$ cat src/hw/rtl/bkd_pkg.sv
// Shared types and constants of the ball kick detector.
`timescale 1ns / 1ps
package bkd_pkg;

  // Item kinds on the input channel; code 3 carries no meaning
  typedef enum logic [1:0] {
    MODE_BALL  = 2'd0,
    MODE_ROBOT = 2'd1,
    MODE_END   = 2'd2
  } mode_t;

  // Register map: index is paddr[2] (one 32-bit register per word)
  localparam int          PADDR_W        = 3;
  localparam logic [0:0]  REG_JUMP_THR   = 1'b0;
  localparam logic [15:0] JUMP_THR_RESET = 16'd625;

  localparam logic [33:0] DIST_ALL_ONES  = '1;

  // One history frame: ball observation plus nearest robot so far
  typedef struct packed {
    logic signed [15:0] x;
    logic signed [15:0] y;
    logic               ball_ok;
    logic [31:0]        ts;
    logic               found;
    logic               team;
    logic [3:0]         num;
  } frame_t;

  // Snapshot of the history handed to the kick test on a frame end
  typedef struct packed {
    logic               ok;      // history full and every ball valid
    logic signed [15:0] x0;
    logic signed [15:0] y0;
    logic signed [15:0] x1;
    logic signed [15:0] y1;
    logic signed [15:0] xp;      // second newest
    logic signed [15:0] yp;
    logic signed [15:0] xn;      // newest
    logic signed [15:0] yn;
    logic [31:0]        mid_ts;
    logic               mid_found;
    logic               mid_team;
    logic [3:0]         mid_num;
  } eval_req_t;

endpackage

$ cat src/hw/rtl/bkd_cell.sv
// One history cell: holds a frame, shifts it to the older neighbour and records a nearest-robot update.
`timescale 1ns / 1ps
module bkd_cell (
  input  logic            clk,
  input  logic            rst,
  input  logic            shift_en,
  input  bkd_pkg::frame_t shift_in,
  input  logic            upd_en,
  input  logic            upd_team,
  input  logic [3:0]      upd_num,
  output bkd_pkg::frame_t frame
);

  always_ff @(posedge clk) begin
    if (rst) begin
      frame <= '0;
    end else if (shift_en) begin
      frame <= shift_in;
    end else if (upd_en) begin
      frame.found <= 1'b1;
      frame.team  <= upd_team;
      frame.num   <= upd_num;
    end
  end

endmodule

$ cat config.mk
export PLATFORM = sky130hd
export DESIGN_NAME = bkd_cell
export DESIGN_NICKNAME = d
export VERILOG_FILES = /design/src/hw/rtl/bkd_pkg.sv /design/src/hw/rtl/bkd_cell.sv
export SDC_FILE = /design/constraint.sdc
export NUM_CORES = 1
export LEC_CHECK = 0
export ABC_AREA = 1
export BUFFER_PORTS_ARGS = -buffer_cell sky130_fd_sc_hd__buf_2
export CAP_MARGIN = 10
export CORE_UTILIZATION = 29
export DETAILED_ROUTE_END_ITERATION = 12
export GPL_TIMING_DRIVEN = 0
export HOLD_SLACK_MARGIN = 0.1
export PLACE_DENSITY = 0.66
export SYNTH_ARGS = -nofsm -noshare
export SYNTH_HDL_FRONTEND = slang
export SYNTH_SLANG_ARGS = --single-unit
$ cat constraint.sdc
create_clock -name clk -period 1.05 [get_ports clk]
set_input_delay 0.105 -clock clk [delete_from_list [all_inputs] [get_ports clk]]
set_output_delay 0.105 -clock clk [all_outputs]
set_load 0.03 [all_outputs]
Word-level counts from Yosys, hierarchy flattened
Cells that the tools add are included.
{ "totals": {"ff_bits": 71, "out_inout_bits": 71, "input_bits": 80} }
{ "classes": {"n_reduce_logical": 1, "n_mux": 2} }
{ "op_table": {"columns": ["cell", "n"], "rows": [
  ["6-bit 2-to-1 mux", 2],
  ["2-bit nonzero test", 1]
]} }

Depth between registers and ports, before layout
Gate-level depths: netlist of the first run.
{ "depth": {"ltp_word": 2, "depth_mapped": 7} }

Worst setup path after synthesis of the first run
OpenSTA, ideal clock, no wires.
{ "synth_path": {"kind": "flip-flop to flip-flop", "from": "register, netlist name frame[0]", "to": "register frame[0] (netlist name)", "setup_ns": 0.056, "synth_period_minus_slack_ns": 0.764, "arrival_ns": 0.708, "path_stages_with_launch": 5, "path_slack_ns": 0.286, "t_required_ns": 0.994, "cell_sequence": "dfxtp_1 -> nand2_1 -> nand3_1 -> nand2_1 -> inv_1"} }
{ "synth_rtl": {"columns": ["item", "line_no", "rtl"], "rows": [
  ["to (signal assigned)", "bkd_cell.sv:18", "frame <= shift_in;"],
  ["to (decl)", "bkd_cell.sv:11", "output bkd_pkg::frame_t frame"]
]} }

Final worst setup path of the first run
{ "layout_path": {"from": "register frame[48] (netlist name)", "to": "output port frame[48] (netlist name)"} }
No word-level cell between the ends.

==> results of run 1 <==
## power by group
| part | leakage (nW) | total, W | internal [W] | switching, W |
|---|---|---|---|---|
| clock | 0.0801 | 0.00183 | 0.000849 | 0.000982 |
| combinational | 1.53 | 0.00135 | 0.000559 | 0.000795 |
| sequential | 0.590 | 0.00297 | 0.00288 | 0.0000854 |
## cells by family (layout without fill, tap and decap cells)
kind of cell / after synthesis / count (layout) / share of synthesized area
AND/OR/NAND/NOR: 158 / 158 / 0.243
flip-flops: 71 / 71 / 0.562
AO/OA/AOI/OAI: 66 / 66 / 0.131
buffers and inverters: 29 / 270 / 0.0648
## final cells by class
class	count	area, sq um
multi-input combinational	224	945
fill	783	4020
sequential	71	1420
inverter	7	31.3
tap	105	131
clock inverter	4	22.5
timing repair buffer	225	1510
buffer	22	133
clock buffer	12	135
## stage by stage
step / hold slack (ns) / setup TNS (ns) / worst slack (ns) / util
5_1_grt: 0.156 / 0 / 0.00340 / 0.519
6_report: 0.133 / 0 / 0.0549 / 0.519
2_1_floorplan: 0.225 / 0 / 0.286 / -
3_3_place_gp: 0.325 / 0 / 0.0398 / 0.408
3_5_place_dp: 0.333 / -0.0106 / -0.0106 / 0.408
4_1_cts: 0.129 / 0 / 0.0416 / 0.519
## placed cells by master, fill, tap and decap left out, types with 2 or more instances in the layout
master / instances
clkbuf_1: 3
nor2_1: 131
nand2_1: 15
clkbuf_8: 9
o21ai_0: 64
clkbuf_2: 5
buf_6: 2
dlygate4sd3_1: 76
o21ai_1: 2
inv_1: 6
buf_2: 160
clkinv_2: 3
dfxtp_1: 71
buf_4: 4
nand3_1: 10
## per-layer routing
layer / vias to the layer above / track usage
met5: - / 0
li1: 1504 / -
met1: 1324 / 0.213
met2: 117 / 0.321
met3: 21 / 0.0590
met4: 0 / 0.0759
## what timing repair did
action	4_1_cts	5_1_grt
endpoints found under the hold margin	71	0
setup buffers	0	0
hold buffers	76	0
setup endpoints to repair	0	0
## worst register-to-register path, cell delays in order (launching register included)
cell     delay, ns
dfxtp_1       0.32
o21ai_0       0.21
nor2_1        0.06
## final timing paths
path	startpoint	cells after the start	end
setup / recovery	frame[48]	1	frame[48]
hold / removal	upd_en	3	frame[5]
setup reg to reg	frame[68]	2	frame[68]
hold reg to reg	frame[5]	2	frame[5]
==> summary.md, run 1 <==
| Metric | Value |
|---|---|
| Leak Pwr | `around 2.2 nW` |
| Count of final hold-check violations | `0` |
| RSZ-0062 raised after global routing | `false` |
| Final max-slew violation count | `0` |
| IO buf count | `approximately 150` |
| Vias in the first global route | `slightly below 3000` |
| Post-Syn Nets | `~400` |
| Crit Path Category | `flip-flop to primary output` |
| Unique masters post-synth | `14` |
| Post-Layout Cell Count | `between 600 and 700` |
| Cell with the most instances after synthesis | `nor2_1` |
| Register area share after synthesis | `0.562` |
| Synth Register Bits | `a little over 70` |
| Largest net degree at the start of global routing | `12` |
| Max H-tree Level | `3` |
| Leading post-synthesis cells by cell area | `dfxtp_1 (56%), nor2_1 (19%), o21ai_0 (13%), nand2_1 (2.2%), buf_2 (2.2%)` |
| Max reg flops | `71` |
| Top Layer Used | `met4` |
| Crit path buf inv count | `1` |
| Global route overflow | `0` |
| Largest regs | `frame: 71 flops` |
| Ports | `151` |
| Starting DRT DRC Count | `84` |
| Mapped Cells | `~320` |
| Post-Route WL | `8410 um` |
| Post_cts resized | `0` |
| Req. time, crit path | `~0.94 ns` |
| Post-synth ARST share | `0` |
| Outcome | `completed` |
| Worst-path fanout max | `2` |
| Vias per cell | `between 4 and 5` |
| Count of flip-flops with a built-in enable after synthesis | `0` |
| # rows | `33` |
| Area leader, netlist | `dfxtp_1` |
| HPWL Detailed | `roughly 5200 um` |
| Vias | `between 2000 and 3000` |
| Total clock buffers created by CTS | `9` |
| Worst Clk Skew | `0 ns` |
| Worst hold path class | `input pin to flip-flop` |
| Max Buffers Root-to-Sink | `2` |
| MaxCap Viol Count | `0` |
| Cells along the critical path | `buf_2` |
| Leading post-synthesis cells by instance count | `nor2_1 (131), dfxtp_1 (71), o21ai_0 (64), nand2_1 (15), buf_2 (11)` |
| Met2 wire length | `roughly 4000 um` |
| Routability congestion estimate | `between 0.7 and 0.8` |
| Register-to-register setup slack | `between 0.3 and 0.4 ns` |
| Placeable Area | `between 8000 and 9000 sq um` |
| # placed instances | `578` |
| Syn. warnings | `0` |
| Routed len/inst | `~13 um` |
| Critical path's largest stage delay | `0.35 ns` |
| Final setup fails | `0` |
| M1 WL | `~3600 um` |
| Die width | `~95 um` |
| Average size of a mapped cell | `7.81 sq um` |
| Top cell type's share of synthesized area | `0.562` |
| Post-synth top flop | `dfxtp_1` |
| Global-route wire length before repair | `between 10000 and 15000 um` |
| TritonCTS clock tree | `done` |
| Crit path DAT | `between 0.8 and 0.9 ns` |
| Largest delay share family, worst path | `flip-flops` |
| Initial antenna violation count | `0` |
| Pwr Density | `about 1400 nW/um^2` |
| DRC | `0` |
| Die H | `95.4 um` |
| Register with the most flip-flops | `frame` |
| Area grow syn2layout | `71.0%` |
| Initial Util | `0.303` |
| Tot Pwr | `roughly 0.0062 W` |
| Final Cycle Share | `0.948` |
| CP Capture Type | `primary output` |
| Post-route cell area | `around 4300 sq um` |
| Ratio of cells with drive above 1 in the final layout | `0.329` |
| Highest clock rate | `roughly 1000 MHz` |
| Synthesized cell area | `2530 sq um` |
| Worst slew pin tran | `approximately 0.36 ns` |
| Antenna diodes | `0` |
| Initial DRT Pass Iterations | `4` |
| NumNets Final | `640` |
| Nature of the critical path startpoint | `flip-flop` |
| Final period demand of the worst path | `~1.0 ns` |
| Crit-path slowest cell | `dfxtp_1` |
| DRT antenna net count | `0` |
| Slew headroom | `0.761` |
| VDD IR max | `0.782 mV` |
| Wire length on met3 | `roughly 520 um` |
| Clk_lat worst skew | `0.33 ns` |
| Post-DP Area | `between 3000 and 4000 sq um` |
| GRT Overall Usage | `0.186` |
| Die footprint | `around 9100 sq um` |
| Clk Tree Root Cell | `clkbuf_8` |
| CTS clk-pin slew, worst paths | `around 0.070 ns` |
| CTS Sinks | `between 70 and 80` |
No activity file was read; power rests on OpenSTA's default activity.
==> run 2: changes to the inputs <==
Settings changed: CELL_PAD_IN_SITES_DETAIL_PLACEMENT set to 1, CELL_PAD_IN_SITES_GLOBAL_PLACEMENT set to 2, CORE_UTILIZATION 29 to 23, GPL_ROUTABILITY_DRIVEN set to 0, PLACE_DENSITY 0.66 to 0.91.
==> summary.md, run 2 (synthesis gave the netlist of run 1 again) <==
| Metric | Value |
|---|---|
| Largest delay share family, worst path | `flip-flops` |
| Global route overflow | `0` |
| Pwr Density | `1580 nW/um^2` |
| Post-Layout Cell Count | `around 700` |
| Outcome | `completed` |
| Reg area | `between 1000 and 1500 sq um` |
| Clk_lat worst skew | `around 0.34 ns` |
| Largest regs | `frame: 71 flops` |
| CP Capture Type | `primary output` |
| Post-DP Area | `approximately 3400 sq um` |
| CTS clk-pin slew, worst paths | `around 0.080 ns` |
| Die H | `between 100 and 150 um` |
| Max H-tree Level | `3` |
| Vias | `3043` |
| Worst slew pin tran | `roughly 0.34 ns` |
| Slew headroom | `0.772` |
| Max reg flops | `71` |
| Die width | `between 100 and 150 um` |
| HPWL Detailed | `6180 um` |
| Final setup fails | `0` |
| Seq pwr share | `0.422` |
| Starting DRT DRC Count | `94` |
| Logic gate share of total power | `0.197` |
| Post-route cell area | `4460 sq um` |
| Leak Pwr | `2.24 nW` |
| Routed len/inst | `about 14 um` |
| P_int | `approximately 0.0051 W` |
| Largest net degree at the start of global routing | `13` |
| # rows | `37` |
| Antenna diodes | `0` |
| Multi-input logic area | `between 900 and 1000 sq um` |
| Most common cell after layout, fill and taps aside | `buf_2` |
| Ratio of cells with drive above 1 in the final layout | `0.333` |
| Cells along the critical path | `buf_2` |
| Initial DRT Pass Iterations | `4` |
| Post-Route WL | `~10000 um` |
| Initial antenna violation count | `0` |
| IO buf count | `approximately 150` |
| MaxCap Viol Count | `0` |
| Hold slack | `0.136 ns` |
| Worst hold path class | `input pin to flip-flop` |
| Ports | `between 150 and 200` |
| Initial Util | `0.241` |
| Net switching power | `roughly 0.002 W` |
| Crit path buf inv count | `1` |
| RSZ-0062 raised after global routing | `false` |
| Total clock buffers created by CTS | `9` |
| Crit-path slowest cell | `dfxtp_1` |
| CTS Sinks | `just over 70` |
| DRC | `0` |
| Req. time, crit path | `around 0.94 ns` |
| Sw frac | `0.278` |
| TritonCTS clock tree | `done` |
| Placeable Area | `between 10000 and 15000 sq um` |
| Register with the most flip-flops | `frame` |
| Crit path DAT | `roughly 0.9 ns` |
| Nature of the critical path startpoint | `flip-flop` |
| Final max-slew violation count | `0` |
| Worst-case reg-to-reg path depth | `2` |
| GRT Overall Usage | `0.180` |
| Vias per cell | `approximately 4.3` |
| Critical path's largest stage delay | `roughly 0.35 ns` |
| # placed instances | `~600` |
| Clk Tree Root Cell | `clkbuf_8` |
| Max Buffers Root-to-Sink | `2` |
| Count of final hold-check violations | `0` |
| Hold depth | `5` |
| Final Cycle Share | `0.949` |
| Highest clock rate | `about 1000 MHz` |
| NumNets Final | `640` |
| Worst Clk Skew | `0 ns` |
| Die footprint | `~11000 sq um` |
| Highest-count cells in the layout ignoring fill and taps | `buf_2 (157), nor2_1 (131), dlygate4sd3_1 (76)` |
| Stages on the worst setup path | `1` |
| Clock network power share | `0.382` |
| Vias in the first global route | `~3300` |
| VDD IR max | `0.573 mV` |
| Area grow syn2layout | `76.3%` |
| Tot Pwr | `0.00705 W` |
| Final period demand of the worst path | `about 1.0 ns` |
| Crit Path Category | `flip-flop to primary output` |
| Global-route wire length before repair | `between 15000 and 20000 um` |
| Worst-path fanout max | `2` |
| DRT antenna net count | `0` |
| FILL cells | `1295` |
[run 2: changes by cell type in the layout (fill, tap and decap cells not counted), sizes merged]
cell      previous run  this run
clkinv               3         0
buf                166       164
bufinv               0         3
clkbuf              17        18
clkinvlp             1         2
[run 2: path summary, 6_finish.rpt]
check | endpoint | from | slack [ns]
setup reg to reg | frame[53] | frame[53] | 0.29
setup / recovery | frame[37] | frame[37] | 0.05
hold / removal | frame[4] | upd_team | 0.14
hold reg to reg | frame[61] | frame[61] | 0.49
[run 2: through the flow]
stage | utilization | setup WS, ns | TNS [ns]
floorplan | - | 0.286 | 0
global placement | 0.328 | 0.0271 | 0
detailed placement | 0.328 | -0.00633 | -0.00856
CTS | 0.424 | 0.0189 | 0
global route | 0.424 | 0.000882 | 0
finish | 0.424 | 0.0537 | 0
[run 2: tightest hold or removal path: cells and delay by family]
family,cells,cell delay (ns)
AND/OR/NAND/NOR,3,0.21
buffers and inverters,2,0.13
[run 2: cell type report]
| class | instances | area share |
|---|---|---|
| clock buffers | 11 | 0.0317 |
| flip-flops and latches | 71 | 0.319 |
| repair buffers | 225 | 0.339 |
| inverters | 7 | 0.00701 |
| well taps | 136 | 0.0381 |
| plain buffers | 22 | 0.0297 |
| clock inverters | 5 | 0.0236 |
| multi-input cells | 224 | 0.212 |
[run 2: metal layers]
layer,routed length [um],GRT usage
met2,5190,0.334
met3,503,0.0395
met1,4130,0.196
met4,225,0.0705
met5,0,0
[run 2: repair_timing]
action / 4_1_cts / 5_1_grt
hold buffers: 76 / 0
setup buffers: 0 / 0
resized for setup: 0 / 4
endpoints found under the hold margin: 71 / 0
endpoints found under the setup margin: 0 / 3
[run 2: power groups by stage]
| stage | clock network, W | registers (W) | logic (W) |
|---|---|---|---|
| finish | 0.00269 | 0.00297 | 0.00139 |
| global route | 0.00288 | 0.00299 | 0.00151 |
| CTS | 0.00278 | 0.00297 | 0.00137 |
| detailed placement | 0 | 0.00303 | 0.00115 |
| global placement | 0 | 0.00302 | 0.00112 |
| floorplan | 0 | 0.00339 | 0.000325 |
==> run 3: changes to the inputs <==
Settings changed: CORE_UTILIZATION 23 to 22, PLACE_DENSITY 0.91 to 0.88.
Clock period 1.05 ns to 1 ns, I/O delays scaled along.
==> summary.md, run 3 (synthesis gave the netlist of run 1 again) <==
| Metric | Value |
|---|---|
| Final period demand of the worst path | `0.977 ns` |
| Highest-count cells in the layout ignoring fill and taps | `buf_2 (136), nor2_1 (131), dlygate4sd3_1 (72)` |
| DRT antenna net count | `0` |
| Ratio of cells with drive above 1 in the final layout | `0.337` |
| Max Buffers Root-to-Sink | `2` |
| Crit path buf inv count | `1` |
| Clk_lat worst skew | `approximately 0.32 ns` |
| Max reg flops | `71` |
| Routed len/inst | `13.9 um` |
| Total clock buffers created by CTS | `9` |
| Slew headroom | `0.761` |
| Nature of the critical path startpoint | `flip-flop` |
| Initial Util | `0.229` |
| Ports | `about 150` |
| Outcome | `completed` |
| Worst-path fanout max | `2` |
| Placeable Area | `about 11000 sq um` |
| IO buf count | `roughly 150` |
| Initial antenna violation count | `0` |
| CP Capture Type | `primary output` |
| FILL cells | `~1400` |
| Multi-input logic area | `approximately 940 sq um` |
| Worst hold path class | `input pin to flip-flop` |
| Post-Route WL | `a little under 10000 um` |
| Hold slack | `approximately 0.11 ns` |
| DRC | `0` |
| Leak Pwr | `between 2 and 2.5 nW` |
| Reg area | `around 1400 sq um` |
| HPWL Detailed | `roughly 6300 um` |
| TritonCTS clock tree | `done` |
| Crit-path slowest cell | `dfxtp_1` |
| CTS Sinks | `between 70 and 80` |
| # rows | `38` |
| Highest clock rate | `roughly 1000 MHz` |
| Global-route wire length before repair | `between 15000 and 20000 um` |
| Final max-slew violation count | `0` |
| Largest regs | `frame: 71 flops` |
| Global route overflow | `0` |
| Final core utilization | `0.411` |
| Final setup fails | `0` |
| Pwr Density | `roughly 1700 nW/um^2` |
| Crit Path Category | `flip-flop to primary output` |
| Vias | `2982` |
| Worst Clk Skew | `0 ns` |
| Register with the most flip-flops | `frame` |
| Die H | `around 110 um` |
| Cells along the critical path | `buf_4` |
| Starting DRT DRC Count | `~130` |
| Initial DRT Pass Iterations | `4` |
| Final Cycle Share | `0.977` |
| Vias in the first global route | `between 3000 and 4000` |
| Count of final hold-check violations | `0` |
| CTS clk-pin slew, worst paths | `0.06 ns` |
| Max H-tree Level | `3` |
| Largest delay share family, worst path | `flip-flops` |
| Area grow syn2layout | `79.1%` |
| Critical path's largest stage delay | `between 0.3 and 0.4 ns` |
| NumNets Final | `between 600 and 700` |
| Die width | `around 110 um` |
| Worst slew pin tran | `roughly 0.36 ns` |
| Most common cell after layout, fill and taps aside | `buf_2` |
| Crit path DAT | `roughly 0.88 ns` |
| MaxCap Viol Count | `0` |
| Antenna diodes | `0` |
| Req. time, crit path | `around 0.90 ns` |
| Largest net degree at the start of global routing | `14` |
| GRT Overall Usage | `0.165` |
| Clk Tree Root Cell | `clkbuf_16` |
| VDD IR max | `approximately 0.81 mV` |
| Die footprint | `11900 sq um` |
| Vias per cell | `roughly 4.3` |
run 3: cell count changes in the layout (fill, tap and decap cells not counted):
| cell | before | now |
|---|---|---|
| buf_4 | 5 | 12 |
| clkbuf_1 | 1 | 0 |
| bufinv_16 | 3 | 1 |
| buf_2 | 157 | 136 |
| clkbuf_16 | 0 | 9 |
| clkinvlp_4 | 2 | 1 |
| clkinv_4 | 0 | 3 |
| clkbuf_8 | 10 | 0 |
| dlygate4sd3_1 | 76 | 72 |
| clkbuf_4 | 2 | 16 |
| clkinv_2 | 0 | 2 |
run 3: metrics by stage:
stage | total power (W) | instance area (sq um) | TNS [ns] | instances | setup WS [ns]
2_1_floorplan | 0.00391 | 2530 | 0 | 324 | 0.236
3_3_place_gp | 0.00435 | 3450 | -0.305 | 613 | -0.0354
3_5_place_dp | 0.00439 | 3450 | -2.33 | 613 | -0.0966
4_1_cts | 0.00787 | 4470 | 0 | 701 | 0.000431
5_1_grt | 0.00815 | 4530 | -0.00406 | 701 | -0.00310
6_report | 0.00778 | 4530 | 0 | 701 | 0.0228
run 3: cell type report:
class,instances,area share
multi-input cells,224,0.209
clock inverters,7,0.0163
inverters,7,0.00690
clock buffers,9,0.0497
plain buffers,22,0.0293
repair buffers,221,0.337
well taps,140,0.0387
flip-flops and latches,71,0.314
run 3: timing repair:
item / in CTS / in global routing
setup endpoints to repair: 0 / 24
hold buffers: 72 / 0
setup buffers: 0 / 0
resized for setup: 0 / 32
endpoints found under the hold margin: 71 / 0
run 3: worst reg2reg max path, delay by kind of cell (launching register included):
kind | cells | cell delay, ns
flops | 1 | 0.33
simple gates | 1 | 0.08
compound gates | 1 | 0.20
run 3: worst paths after layout:
kind                            startpoint   endpoint  slack [ns]  cells after the start
worst min-delay path            upd_num[3]   frame[3]        0.11                      5
worst min register to register    frame[5]   frame[5]        0.48                      2
worst max-delay path             frame[51]  frame[51]        0.02                      1
worst max register to register   frame[51]  frame[51]        0.27                      2
run 3: where the power goes:
part / switching [W] / total [W] / internal (W)
clock network: 0.00126 / 0.00319 / 0.00193
registers: 0.0000964 / 0.00312 / 0.00303
logic: 0.000855 / 0.00146 / 0.000608
run 3: layer usage:
layer / vias up / track usage / part of all wire
met2: 89 / 0.296 / 0.51
met3: 8 / 0.0556 / 0.055
met1: 1390 / 0.185 / 0.42
met4: 0 / 0.0410 / 0.0076
met5: - / 0 / 0
li1: 1495 / - / -
